File: src/rtl/core/rrpt_pkg.sv
package rrpt_pkg;

  localparam int MAX_ENTRIES = 10;
  localparam int IDX_W       = $clog2(MAX_ENTRIES);
  localparam int CNT_W       = $clog2(MAX_ENTRIES + 1);

  localparam int OP_W     = 3;
  localparam int ID_W     = 16;
  localparam int PSTATE_W = 2;
  localparam int BURST_IN_W = 15;
  localparam int BURST_W  = 16;
  localparam int STATUS_W = 3;

  localparam logic signed [BURST_W-1:0] BURST_MIN = {1'b1, {(BURST_W-1){1'b0}}};

  typedef enum logic [OP_W-1:0] {
    OP_CLEAR = 3'd0,
    OP_ADD   = 3'd1,
    OP_TICK  = 3'd2,
    OP_SET   = 3'd3,
    OP_LIST  = 3'd4,
    OP_SHOW  = 3'd5
  } op_t;

  typedef enum logic [STATUS_W-1:0] {
    ST_OK      = 3'd0,
    ST_FULL    = 3'd1,
    ST_EMPTY   = 3'd2,
    ST_RAN     = 3'd3,
    ST_LIST    = 3'd4,
    ST_CURRENT = 3'd5
  } status_t;

  typedef enum logic [PSTATE_W-1:0] {
    PS_READY      = 2'd0,
    PS_RUNNING    = 2'd1,
    PS_TERMINATED = 2'd2,
    PS_OTHER      = 2'd3
  } pstate_t;

  typedef struct packed {
    logic [ID_W-1:0]            id;
    logic [PSTATE_W-1:0]        state;
    logic signed [BURST_W-1:0]  burst;
  } entry_t;

  typedef struct packed {
    logic [STATUS_W-1:0]        status;
    logic [ID_W-1:0]            entry_id;
    logic [PSTATE_W-1:0]        entry_state;
    logic signed [BURST_W-1:0]  entry_burst;
    logic                       terminated_now;
    logic                       last;
  } rsp_t;

endpackage

File: src/rtl/core/rrpt_if.sv
interface rrpt_req_if;
  import rrpt_pkg::*;

  logic                  valid;
  logic                  ready;
  logic [OP_W-1:0]       opcode;
  logic [ID_W-1:0]       proc_id;
  logic [PSTATE_W-1:0]   state_in;
  logic [BURST_IN_W-1:0] burst_in;

  modport source (output valid, opcode, proc_id, state_in, burst_in, input ready);
  modport sink   (input valid, opcode, proc_id, state_in, burst_in, output ready);
endinterface

interface rrpt_rsp_if;
  import rrpt_pkg::*;

  logic                       valid;
  logic                       ready;
  logic [STATUS_W-1:0]        status;
  logic [ID_W-1:0]            entry_id;
  logic [PSTATE_W-1:0]        entry_state;
  logic signed [BURST_W-1:0]  entry_burst;
  logic                       terminated_now;
  logic                       last;

  modport source (output valid, status, entry_id, entry_state, entry_burst,
                  terminated_now, last, input ready);
  modport sink   (input valid, status, entry_id, entry_state, entry_burst,
                  terminated_now, last, output ready);
endinterface

File: src/rtl/core/rrpt_out_buf.sv
module rrpt_out_buf (
  input  logic            clk,
  input  logic            rst_n,
  input  logic            push,
  input  rrpt_pkg::rsp_t  push_data,
  output logic            push_ready,
  rrpt_rsp_if.source      out_ch
);
  import rrpt_pkg::*;

  logic vld_r;
  rsp_t data_r;

  assign push_ready = !vld_r || out_ch.ready;

  always_ff @(posedge clk) begin
    if (!rst_n) begin
      vld_r <= 1'b0;
    end else if (push_ready) begin
      vld_r <= push;
    end
  end

  always_ff @(posedge clk) begin
    if (push && push_ready) begin
      data_r <= push_data;
    end
  end

  assign out_ch.valid          = vld_r;
  assign out_ch.status         = data_r.status;
  assign out_ch.entry_id       = data_r.entry_id;
  assign out_ch.entry_state    = data_r.entry_state;
  assign out_ch.entry_burst    = data_r.entry_burst;
  assign out_ch.terminated_now = data_r.terminated_now;
  assign out_ch.last           = data_r.last;
endmodule

File: src/rtl/core/round_robin_process_table_unit.sv
// Round-robin process table: each request item yields one or more result items on out_ch,
// the final one flagged by last. Clear, add, unused opcodes and requests on an empty table
// report straight from the idle state; tick and show current first read the table entry,
// then update and report; set state walks the table one entry per cycle until a match or
// the last entry; list streams one result per cycle while out_ch does not stall. The read
// step comes from the entry memory (one read and one write port) with its registered read.
// A new request is taken only once the previous one has handed its last result to the
// output register. Table contents are not cleared at reset; entries are only read after
// they were written.
module round_robin_process_table_unit (
  input  logic        clk,
  input  logic        rst_n,
  rrpt_req_if.sink    in_ch,
  rrpt_rsp_if.source  out_ch
);
  import rrpt_pkg::*;

  // one-hot sequencer states
  typedef enum logic [4:0] {
    S_IDLE = 5'b00001,
    S_TICK = 5'b00010,
    S_SHOW = 5'b00100,
    S_SET  = 5'b01000,
    S_LIST = 5'b10000
  } fsm_t;

  fsm_t state_r, state_nxt;

  logic [CNT_W-1:0]    cnt_r, cnt_nxt;      // entries in the table
  logic [IDX_W-1:0]    ptr_r, ptr_nxt;      // run pointer
  logic [IDX_W-1:0]    idx_r, idx_nxt;      // entry under work (scan or tick)
  logic [ID_W-1:0]     pid_r, pid_nxt;      // saved search id for set state
  logic [PSTATE_W-1:0] st_r, st_nxt;        // saved state code for set state

  // entry memory, one read and one write port, registered read
  entry_t              mem [MAX_ENTRIES];
  entry_t              rd_q_r;
  logic                rd_en;
  logic [IDX_W-1:0]    rd_addr;
  logic                wr_en;
  logic [IDX_W-1:0]    wr_addr;
  entry_t              wr_data;

  // result path into the output register
  logic                push;
  rsp_t                push_data;
  logic                push_ready;

  logic                accept;
  logic [CNT_W-1:0]    idx_inc;
  logic                idx_at_end;
  logic [IDX_W-1:0]    cur_idx;
  logic                tbl_empty;
  logic                tbl_full;
  logic signed [BURST_W-1:0] burst_dec;
  logic                term;

  assign in_ch.ready = (state_r == S_IDLE) && push_ready;
  assign accept      = in_ch.valid && in_ch.ready;

  assign tbl_empty  = (cnt_r == '0);
  assign tbl_full   = (cnt_r == CNT_W'(MAX_ENTRIES));
  assign idx_inc    = CNT_W'(idx_r) + CNT_W'(1);
  assign idx_at_end = (idx_inc == cnt_r);
  // a pointer past the fill falls back to entry zero
  assign cur_idx    = (CNT_W'(ptr_r) < cnt_r) ? ptr_r : '0;

  // tick arithmetic on the entry just read, decrement saturates at the minimum
  assign burst_dec = (rd_q_r.burst == BURST_MIN) ? rd_q_r.burst
                                                 : rd_q_r.burst - 16'sd1;
  assign term      = burst_dec[BURST_W-1] || (burst_dec == '0);

  always_comb begin
    state_nxt = state_r;
    cnt_nxt   = cnt_r;
    ptr_nxt   = ptr_r;
    idx_nxt   = idx_r;
    pid_nxt   = pid_r;
    st_nxt    = st_r;
    rd_en     = 1'b0;
    rd_addr   = '0;
    wr_en     = 1'b0;
    wr_addr   = idx_r;
    wr_data   = rd_q_r;
    push      = 1'b0;
    push_data = '0;
    push_data.last = 1'b1;

    case (state_r)
      S_IDLE: begin
        if (accept) begin
          case (op_t'(in_ch.opcode))
            OP_CLEAR: begin
              cnt_nxt = '0;
              ptr_nxt = '0;
              push    = 1'b1;
              push_data.status = ST_OK;
            end
            OP_ADD: begin
              push = 1'b1;
              if (tbl_full) begin
                push_data.status = ST_FULL;
              end else begin
                push_data.status = ST_OK;
                wr_en         = 1'b1;
                wr_addr       = cnt_r[IDX_W-1:0];
                wr_data.id    = in_ch.proc_id;
                wr_data.state = in_ch.state_in;
                wr_data.burst = {1'b0, in_ch.burst_in};
                cnt_nxt       = cnt_r + CNT_W'(1);
              end
            end
            OP_TICK, OP_SHOW: begin
              if (tbl_empty) begin
                push = 1'b1;
                push_data.status = ST_EMPTY;
              end else begin
                rd_en     = 1'b1;
                rd_addr   = cur_idx;
                idx_nxt   = cur_idx;
                state_nxt = (op_t'(in_ch.opcode) == OP_TICK) ? S_TICK : S_SHOW;
              end
            end
            OP_SET: begin
              if (tbl_empty) begin
                push = 1'b1;
                push_data.status = ST_OK;
              end else begin
                rd_en     = 1'b1;
                rd_addr   = '0;
                idx_nxt   = '0;
                pid_nxt   = in_ch.proc_id;
                st_nxt    = in_ch.state_in;
                state_nxt = S_SET;
              end
            end
            OP_LIST: begin
              if (tbl_empty) begin
                push = 1'b1;
                push_data.status = ST_EMPTY;
              end else begin
                rd_en     = 1'b1;
                rd_addr   = '0;
                idx_nxt   = '0;
                state_nxt = S_LIST;
              end
            end
            default: begin
              // unused opcode
              push = 1'b1;
              push_data.status = ST_OK;
            end
          endcase
        end
      end

      S_TICK: begin
        if (push_ready) begin
          push          = 1'b1;
          wr_en         = 1'b1;
          wr_data.burst = burst_dec;
          wr_data.state = term ? PS_TERMINATED : PS_READY;
          push_data.status         = ST_RAN;
          push_data.entry_id       = rd_q_r.id;
          push_data.entry_state    = term ? PS_TERMINATED : PS_READY;
          push_data.entry_burst    = burst_dec;
          push_data.terminated_now = term;
          ptr_nxt   = idx_at_end ? '0 : idx_inc[IDX_W-1:0];
          state_nxt = S_IDLE;
        end
      end

      S_SHOW: begin
        if (push_ready) begin
          push = 1'b1;
          push_data.status      = ST_CURRENT;
          push_data.entry_id    = rd_q_r.id;
          push_data.entry_state = rd_q_r.state;
          push_data.entry_burst = rd_q_r.burst;
          state_nxt = S_IDLE;
        end
      end

      S_SET: begin
        if (rd_q_r.id == pid_r) begin
          // first match wins, only the state field changes
          if (push_ready) begin
            wr_en         = 1'b1;
            wr_data.state = st_r;
            push          = 1'b1;
            push_data.status = ST_OK;
            state_nxt     = S_IDLE;
          end
        end else if (idx_at_end) begin
          if (push_ready) begin
            push = 1'b1;
            push_data.status = ST_OK;
            state_nxt = S_IDLE;
          end
        end else begin
          rd_en   = 1'b1;
          rd_addr = idx_inc[IDX_W-1:0];
          idx_nxt = idx_inc[IDX_W-1:0];
        end
      end

      S_LIST: begin
        if (push_ready) begin
          push = 1'b1;
          push_data.status      = ST_LIST;
          push_data.entry_id    = rd_q_r.id;
          push_data.entry_state = rd_q_r.state;
          push_data.entry_burst = rd_q_r.burst;
          push_data.last        = idx_at_end;
          if (idx_at_end) begin
            state_nxt = S_IDLE;
          end else begin
            rd_en   = 1'b1;
            rd_addr = idx_inc[IDX_W-1:0];
            idx_nxt = idx_inc[IDX_W-1:0];
          end
        end
      end

      default: begin
        state_nxt = S_IDLE;
      end
    endcase
  end

  always_ff @(posedge clk) begin
    if (!rst_n) begin
      state_r <= S_IDLE;
      cnt_r   <= '0;
      ptr_r   <= '0;
    end else begin
      state_r <= state_nxt;
      cnt_r   <= cnt_nxt;
      ptr_r   <= ptr_nxt;
    end
  end

  always_ff @(posedge clk) begin
    idx_r <= idx_nxt;
    pid_r <= pid_nxt;
    st_r  <= st_nxt;
  end

  // table memory; accesses never overlap on one entry, a write always
  // completes before the next read is issued
  always_ff @(posedge clk) begin
    if (wr_en) begin
      mem[wr_addr] <= wr_data;
    end
  end

  always_ff @(posedge clk) begin
    if (rd_en) begin
      rd_q_r <= mem[rd_addr];
    end
  end

  rrpt_out_buf u_out_buf (
    .clk        (clk),
    .rst_n      (rst_n),
    .push       (push),
    .push_data  (push_data),
    .push_ready (push_ready),
    .out_ch     (out_ch)
  );
endmodule
File: src/flat_wrapper.sv
// flat-port wrapper written by rule: the top's interface ports become plain ports
module round_robin_process_table_unit_flat import rrpt_pkg::*;
  (clk, rst_n, in_ch_valid, in_ch_opcode, in_ch_proc_id, in_ch_state_in, in_ch_burst_in, in_ch_ready, out_ch_valid, out_ch_status, out_ch_entry_id, out_ch_entry_state, out_ch_entry_burst, out_ch_terminated_now, out_ch_last, out_ch_ready);
  rrpt_req_if in_ch_i ();
  rrpt_rsp_if out_ch_i ();
  input  logic clk;
  input  logic rst_n;
  input wire logic [$bits(in_ch_i.valid)-1:0] in_ch_valid;
  input wire logic [$bits(in_ch_i.opcode)-1:0] in_ch_opcode;
  input wire logic [$bits(in_ch_i.proc_id)-1:0] in_ch_proc_id;
  input wire logic [$bits(in_ch_i.state_in)-1:0] in_ch_state_in;
  input wire logic [$bits(in_ch_i.burst_in)-1:0] in_ch_burst_in;
  output wire logic [$bits(in_ch_i.ready)-1:0] in_ch_ready;
  output wire logic [$bits(out_ch_i.valid)-1:0] out_ch_valid;
  output wire logic [$bits(out_ch_i.status)-1:0] out_ch_status;
  output wire logic [$bits(out_ch_i.entry_id)-1:0] out_ch_entry_id;
  output wire logic [$bits(out_ch_i.entry_state)-1:0] out_ch_entry_state;
  output wire logic [$bits(out_ch_i.entry_burst)-1:0] out_ch_entry_burst;
  output wire logic [$bits(out_ch_i.terminated_now)-1:0] out_ch_terminated_now;
  output wire logic [$bits(out_ch_i.last)-1:0] out_ch_last;
  input wire logic [$bits(out_ch_i.ready)-1:0] out_ch_ready;
  assign in_ch_i.valid = in_ch_valid;
  assign in_ch_i.opcode = in_ch_opcode;
  assign in_ch_i.proc_id = in_ch_proc_id;
  assign in_ch_i.state_in = in_ch_state_in;
  assign in_ch_i.burst_in = in_ch_burst_in;
  assign in_ch_ready = in_ch_i.ready;
  assign out_ch_valid = out_ch_i.valid;
  assign out_ch_status = out_ch_i.status;
  assign out_ch_entry_id = out_ch_i.entry_id;
  assign out_ch_entry_state = out_ch_i.entry_state;
  assign out_ch_entry_burst = out_ch_i.entry_burst;
  assign out_ch_terminated_now = out_ch_i.terminated_now;
  assign out_ch_last = out_ch_i.last;
  assign out_ch_i.ready = out_ch_ready;
  round_robin_process_table_unit u_core (.clk(clk), .rst_n(rst_n), .in_ch(in_ch_i), .out_ch(out_ch_i));
endmodule
File: config.mk
export PLATFORM = sky130hd
export DESIGN_NAME = round_robin_process_table_unit_flat
export DESIGN_NICKNAME = d
export VERILOG_FILES = /design/src/rtl/core/rrpt_pkg.sv /design/src/rtl/core/rrpt_if.sv /design/src/rtl/core/rrpt_out_buf.sv /design/src/rtl/core/round_robin_process_table_unit.sv /design/src/flat_wrapper.sv
export SDC_FILE = /design/constraint.sdc
export NUM_CORES = 1
export LEC_CHECK = 0
export BUFFER_PORTS_ARGS = -buffer_cell sky130_fd_sc_hd__buf_2
export CAP_MARGIN = 25
export CORE_MARGIN = 3
export CORE_UTILIZATION = 60
export CTS_CLUSTER_SIZE = 24
export DETAILED_ROUTE_END_ITERATION = 16
export PLACE_DENSITY = 0.78
export RECOVER_POWER = 25
export SLEW_MARGIN = 40
export SYNTH_ARGS = -nofsm -noshare
export SYNTH_HDL_FRONTEND = slang
export SYNTH_SLANG_ARGS = --single-unit
File: constraint.sdc
create_clock -name clk -period 8.4 [get_ports clk]
set_clock_uncertainty 0.05 [all_clocks]
set_input_delay 0.42 -clock clk [delete_from_list [all_inputs] [get_ports clk]]
set_output_delay 0.42 -clock clk [all_outputs]
set_load 0.05 [all_outputs]
# Word level (Yosys, flattened, before mapping)
# Memory sizes are Yosys's and may differ from the RTL's. A register that Yosys moved wholly into a read port is not among the register bits.
# Cells that the tools add are included.
# classes
add_sub_neg	3
n_mul	0
div	0
magnitude_cmp	1
n_eq_ne	28
n_shift	0
muxes	79
bitwise_logic	1
reduce_logical	25
# op_table
operator	count
37-bit 2-to-1 mux	3
34-bit 2-to-1 mux	3
34-bit one-hot mux with 3 select lines	1
4-bit 2-to-1 mux	21
5-bit 2-to-1 mux	9
16-bit 2-to-1 mux	2
16-bit one-hot mux with 2 select lines	1
4-bit one-hot mux with 2 select lines	3
4-bit one-hot mux with 3 select lines	2
5-bit one-hot mux with 4 select lines	1
1-bit 2-to-1 mux	19
18-bit 2-to-1 mux	1
16-bit == test	1
16-bit == test (second input constant)	1
16-bit logical NOT	1
16-bit by 2-bit subtractor with 16-bit output (second input constant)	1
3-bit != test (second input constant)	5
5-bit one-hot mux with 3 select lines	1
3-bit one-hot mux with 4 select lines	1
4-bit AND reduction	3
1-bit one-hot mux with 3 select lines	3
4-bit by 1-bit adder with 4-bit output (second input constant)	2
2-bit 2-to-1 mux	4
2-bit by 1-bit != test with 1-bit output (second input constant)	4
other kinds (31)	44
# word_totals
register_bits	75
latchBits	0
ram_bits	340
romBits	0
inputBits	40
out_inout_bits	41
wordCells	151
n_memories	1
# memory_table
memory	words	word_bits	rd	rd_clocked_by_memory_dff	wr	line	rtl
u_core.mem	10	34	1	1	1	round_robin_process_table_unit.sv:36	entry_t mem [MAX_ENTRIES];

# Logic depth before layout (Yosys ltp)
# logic_depth
ltp_word	8
ltp_mapped	14
ltp_nobuf	10

# Hierarchy
# A second synthesis with hierarchy kept.
# hier_totals
cells_unflattened	1487
hier_area_um2	19750.2
# by_module_without_submodules
module	instances	cells_per_inst	area_each_um2	seq_area_each_um2
round_robin_process_table_unit	1	1443	18521.5	12151.7
rrpt_out_buf	1	44	1228.7	1191.1

# Worst setup path after synthesis
# Ideal clock, no wire load.
# synth_path
kind	register -> register
start	register u_core.state_r[1]
end	memory u_core.mem[1][0] in the netlist's numbering, enable pin
setup_time_ns	0.425
arrival_ns	3.976
t_required_ns	7.925
setup_slack_ns	3.949
stages_incl_launch_ff	10
n_path_buf	2
period_less_slack_ns	4.451
path_cell_list	dfxtp_1 -> buf_4 -> or4b_4 -> nor4_2 -> and3_1 -> clkbuf_1 -> nor2_1 -> a2111oi_2 -> o2111ai_1 -> nor2_1
# synth_between
elab_chain_len	7
word_cells_on_any_way	11
classes_between	3 x eq/ne; 6 x mux; 2 x reduce/logical
# synth_lines
element	line	rtl
start: declaration	round_robin_process_table_unit.sv:27	fsm_t state_r, state_nxt;
start signal: assignment	round_robin_process_table_unit.sv:237	state_r <= state_nxt;
5-bit by 1-bit == test with 1-bit output	round_robin_process_table_unit.sv:58, round_robin_process_table_unit.sv:89	
1-bit logical AND	round_robin_process_table_unit.sv:58	assign in_ch.ready = (state_r == S_IDLE) && push_ready;
1-bit logical AND	round_robin_process_table_unit.sv:59	assign accept = in_ch.valid && in_ch.ready;
1-bit 2-to-1 mux	round_robin_process_table_unit.sv:91	if (accept) begin
1-bit one-hot mux with 3 select lines	round_robin_process_table_unit.sv:89	case (state_r)
1-bit 2-to-1 mux	round_robin_process_table_unit.sv:252	if (wr_en) begin
1-bit 2-to-1 mux (implied by the code)	round_robin_process_table_unit.sv:253	mem[wr_addr] <= wr_data;
end: declaration	round_robin_process_table_unit.sv:36	
# Parallel ways exist; a longest one is shown, timed or not.

# Final worst setup path
# layout_path
start	register u_core.state_r[0]
end	memory u_core.mem[9][14] in the netlist's numbering, enable pin
# The elaborated chain is that of the path after synthesis.

==> out/qor.csv <==
stage,metric,value,unit
sta,worstMarginPinSlew,2.62,ns
clock_tree,cts_root_buf,clkbuf_16,
routing,num_vias,12700,
logic_synthesis,synthAdderAreaFrac,0.00516,
logic_synthesis,ys_warn_count,0,
sta,period_needed,5.22,ns
sta,relSlewSlack,-0.748,
clock_tree,post_cts_buffers,0,
sta,slew_viol_final,90,
die,dieArea,34500,um^2
die,start_util,0.612,
logic_synthesis,synth-xor-area-share,0.0124,
critical_path,critPathKind,flip-flop to flip-flop,
die,ioPinCount,81,
critical_path,worstSetupStartpointType,flip-flop,
routing,wl,46200,um
job,maxCapViolations,4,
global_route,grt_max_degree,104,
routing,drt_iter0_drc,1318,
logic_synthesis,synth_edf_count,435,
placed_design,io_buffers,80,
layout,stdcell_area,21800,um^2
global_route,grt_pass1_wl,70900,um
sta,finalSetupViolCount,0,
logic_synthesis,syn_area_per_cell,13.5,um^2
status,status,"complete, but fails checks",
placed_design,hpwl,27700,um
global_route,antenna_found_initial,0,
critical_path,r2r.worst_path.cells,8,
critical_path,worstPathRequired,8.55,ns
routing,drcViolationCount,0,
die,die_h,186,um
die,die_w,186,um
worst_hold_path,min_path_cells,1,
die,core,31700,um^2
routing,final_antenna_net_count,0,
logic_synthesis,synth_compound_area_frac,0.124,
clock_tree,cts_resized,0,
pwr,worst_ir_drop_vdd,0.142,mV
clock_tree,cts_tree,done,
worst_hold_path,hold_class,input pin to flip-flop,
placed_design,postPlaceCellArea,20400,um^2
global_route,grt-ovfl-total,0,
critical_path,crit_path_end_kind,flip-flop,
logic_synthesis,seq_area_frac_synth,0.688,
layout,layout.cells.non_filler,1934,
clock_tree,clkTransAtPathRegs,0.06,ns
layout,nets,1546,
status,failed_checks,"max-capacitance violations, max-slew violations",
logic_synthesis,ys_types,70,
logic_synthesis,synth-simple-area-share,0.124,
critical_path,cp_max_fo,43,
clock_tree,htree_num_levels,2,
clock_tree,clockBufferDepth,3,
clock_tree,cts_hold_buf,1,
pwr,p_total,4870,uW
logic_synthesis,synth_top_family_by_area,simple AND/OR/NAND/NOR gates,
pwr,power.density,224,nW/um^2
pwr,cellLeakagePower,0.00724,uW
sta,grt_setup_unrepaired,no,
placed_design,dpl.cell_count,1850,
layout,syn2layout_area_growth,12.2,%
logic_synthesis,ys_seq_elements,449,
placed_design,place_congestion,0.900,
layout,layout-drive-gt1-share,0.101,
logic_synthesis,postSynthCellCount,1438,
sta,fmax,0.192,GHz
clock_tree,numClockSinks,449,
logic_synthesis,async_flop_share,0,
logic_synthesis,syn-cell-area,19400,um^2
global_route,grt_usage,0.269,
critical_path,arrival,5.37,ns
clock_tree,numCtsBuffers,44,
global_route,grt_pass1_vias,12400,
critical_path,reg2reg_slack,3.18,ns
logic_synthesis,synth_mux_area_frac,0.0191,
routing,drt-wirelength-per-cell,23.9,um
layout,n_antenna_cell,0,
die,rows,65,
sta,period_share,0.621,
sta,hold_viol,0,
logic_synthesis,synth_top_flop_cell,edfxtp_1,
routing,viasPerCell,6.57,
sta,setup_tns,0,ns
logic_synthesis,syn_nets,1486,
routing,first_pass_iters,5,
clock_tree,clk_latency,0.55,ns
-- path summary, 6_finish.rpt --
kind / startpoint / to
min reg2reg: u_core.cnt_r[1] / u_core.cnt_r[1]
max reg2reg: u_core.state_r[0] / u_core.mem[9][14]
max: u_core.state_r[0] / u_core.mem[9][14]
min: in_ch_proc_id[8] / u_core.pid_r[8]
-- flip-flops by register name, indices dropped and copies added, names as in the netlist, 2 cells and up --
register / flops
u_core.rd_q_r: 34
u_core.idx_r: 4
u_core.mem: 340
u_core.cnt_r: 4
u_core.u_out_buf.out_ch.entry_id: 16
u_core.u_out_buf.out_ch.entry_burst: 16
u_core.u_out_buf.out_ch.status: 3
u_core.st_r: 2
u_core.state_r: 5
u_core.u_out_buf.out_ch.entry_state: 2
u_core.pid_r: 16
u_core.ptr_r: 4
-- critical path, cell delays in order (launching register included) --
cell	delay (ns)
dfxtp_1	0.52
or4b_1	0.54
nor4_1	0.90
and3_4	0.72
nor2_1	0.14
a2111oi_2	0.51
nand4_1	0.38
nor2_4	0.62
buf_4	0.48
-- Yosys cell counts (7+ instances only) --
cell,instances,area share
o21ai_0,42,0.011
a31oi_1,8,0.0026
nand4_1,9,0.0029
nor2_1,53,0.010
nor2b_1,28,0.0090
nand2b_1,8,0.0026
a221o_1,7,0.0036
nand2_1,162,0.031
xnor2_1,19,0.0086
mux2i_1,37,0.019
nor3_1,11,0.0028
buf_2,22,0.0057
o211ai_1,40,0.015
a211oi_1,105,0.041
inv_1,10,0.0019
edfxtp_1,435,0.67
ha_1,8,0.0052
clkbuf_1,60,0.012
and3_1,106,0.034
o211a_1,34,0.018
dfxtp_1,14,0.014
buf_1,9,0.0017
and2_1,7,0.0023
nand3_1,50,0.013
buf_6,7,0.0041
a21oi_1,46,0.012
-- layout make-up --
cell class	count	area, um^2
clock buffers	51	1130
clock inverters	29	254
fillers	2117	9960
inverters	11	41.3
multi-input cells	876	5650
flip-flops and latches	449	13300
well taps	402	503
repair buffers	116	838
-- report_power, final --
| group | total (uW) | switching [uW] | internal [uW] | leakage [uW] |
|---|---|---|---|---|
| clock | 1900 | 812 | 1090 | 0.000673 |
| combinational | 410 | 329 | 81.6 | 0.00250 |
| sequential | 2560 | 20.9 | 2540 | 0.00407 |
| total | 4870 | 1160 | 3710 | 0.00724 |
-- kinds of logic after synthesis --
family          Yosys count
compound gates          331
xor+xnor                 26
fa+ha+maj                 8
buf+inv                 113
flops                   449
mux                      37
simple gates            474
-- layout by cell type, fill, tap and decap left out, types with 9 or more instances in the layout --
cell type,instances
nor2_1,42
clkbuf_1,60
nand3_1,50
nand4_1,9
nor2_4,10
buf_4,13
nand2_1,161
o211ai_1,40
buf_2,31
buf_16,10
inv_1,10
clkbuf_16,44
xnor2_1,19
a21oi_1,46
and3_1,105
dfxtp_1,14
mux2i_1,37
clkinv_1,13
edfxtp_1,435
a211oi_1,105
o21ai_0,40
o211a_1,34
nor3_1,12
nor2b_1,28
-- metrics by stage --
| step | util | hold slack (ns) | worst slack, ns |
|---|---|---|---|
| floorplan | - | 0.455 | 3.95 |
| global placement | 0.633 | 0.511 | 3.40 |
| detailed placement | 0.645 | 0.539 | 3.50 |
| CTS | 0.688 | 0.00219 | 3.47 |
| global route | 0.686 | 0.00224 | 3.00 |
| finish | 0.686 | 0.0150 | 3.18 |
-- layer usage --
| metal | share of wire | track usage |
|---|---|---|
| met4 | 0.030 | 0.0947 |
| met3 | 0.091 | 0.0510 |
| met5 | 0 | 0 |
| met2 | 0.48 | 0.427 |
| met1 | 0.40 | 0.377 |
No activity file was read; power rests on OpenSTA's default activity.
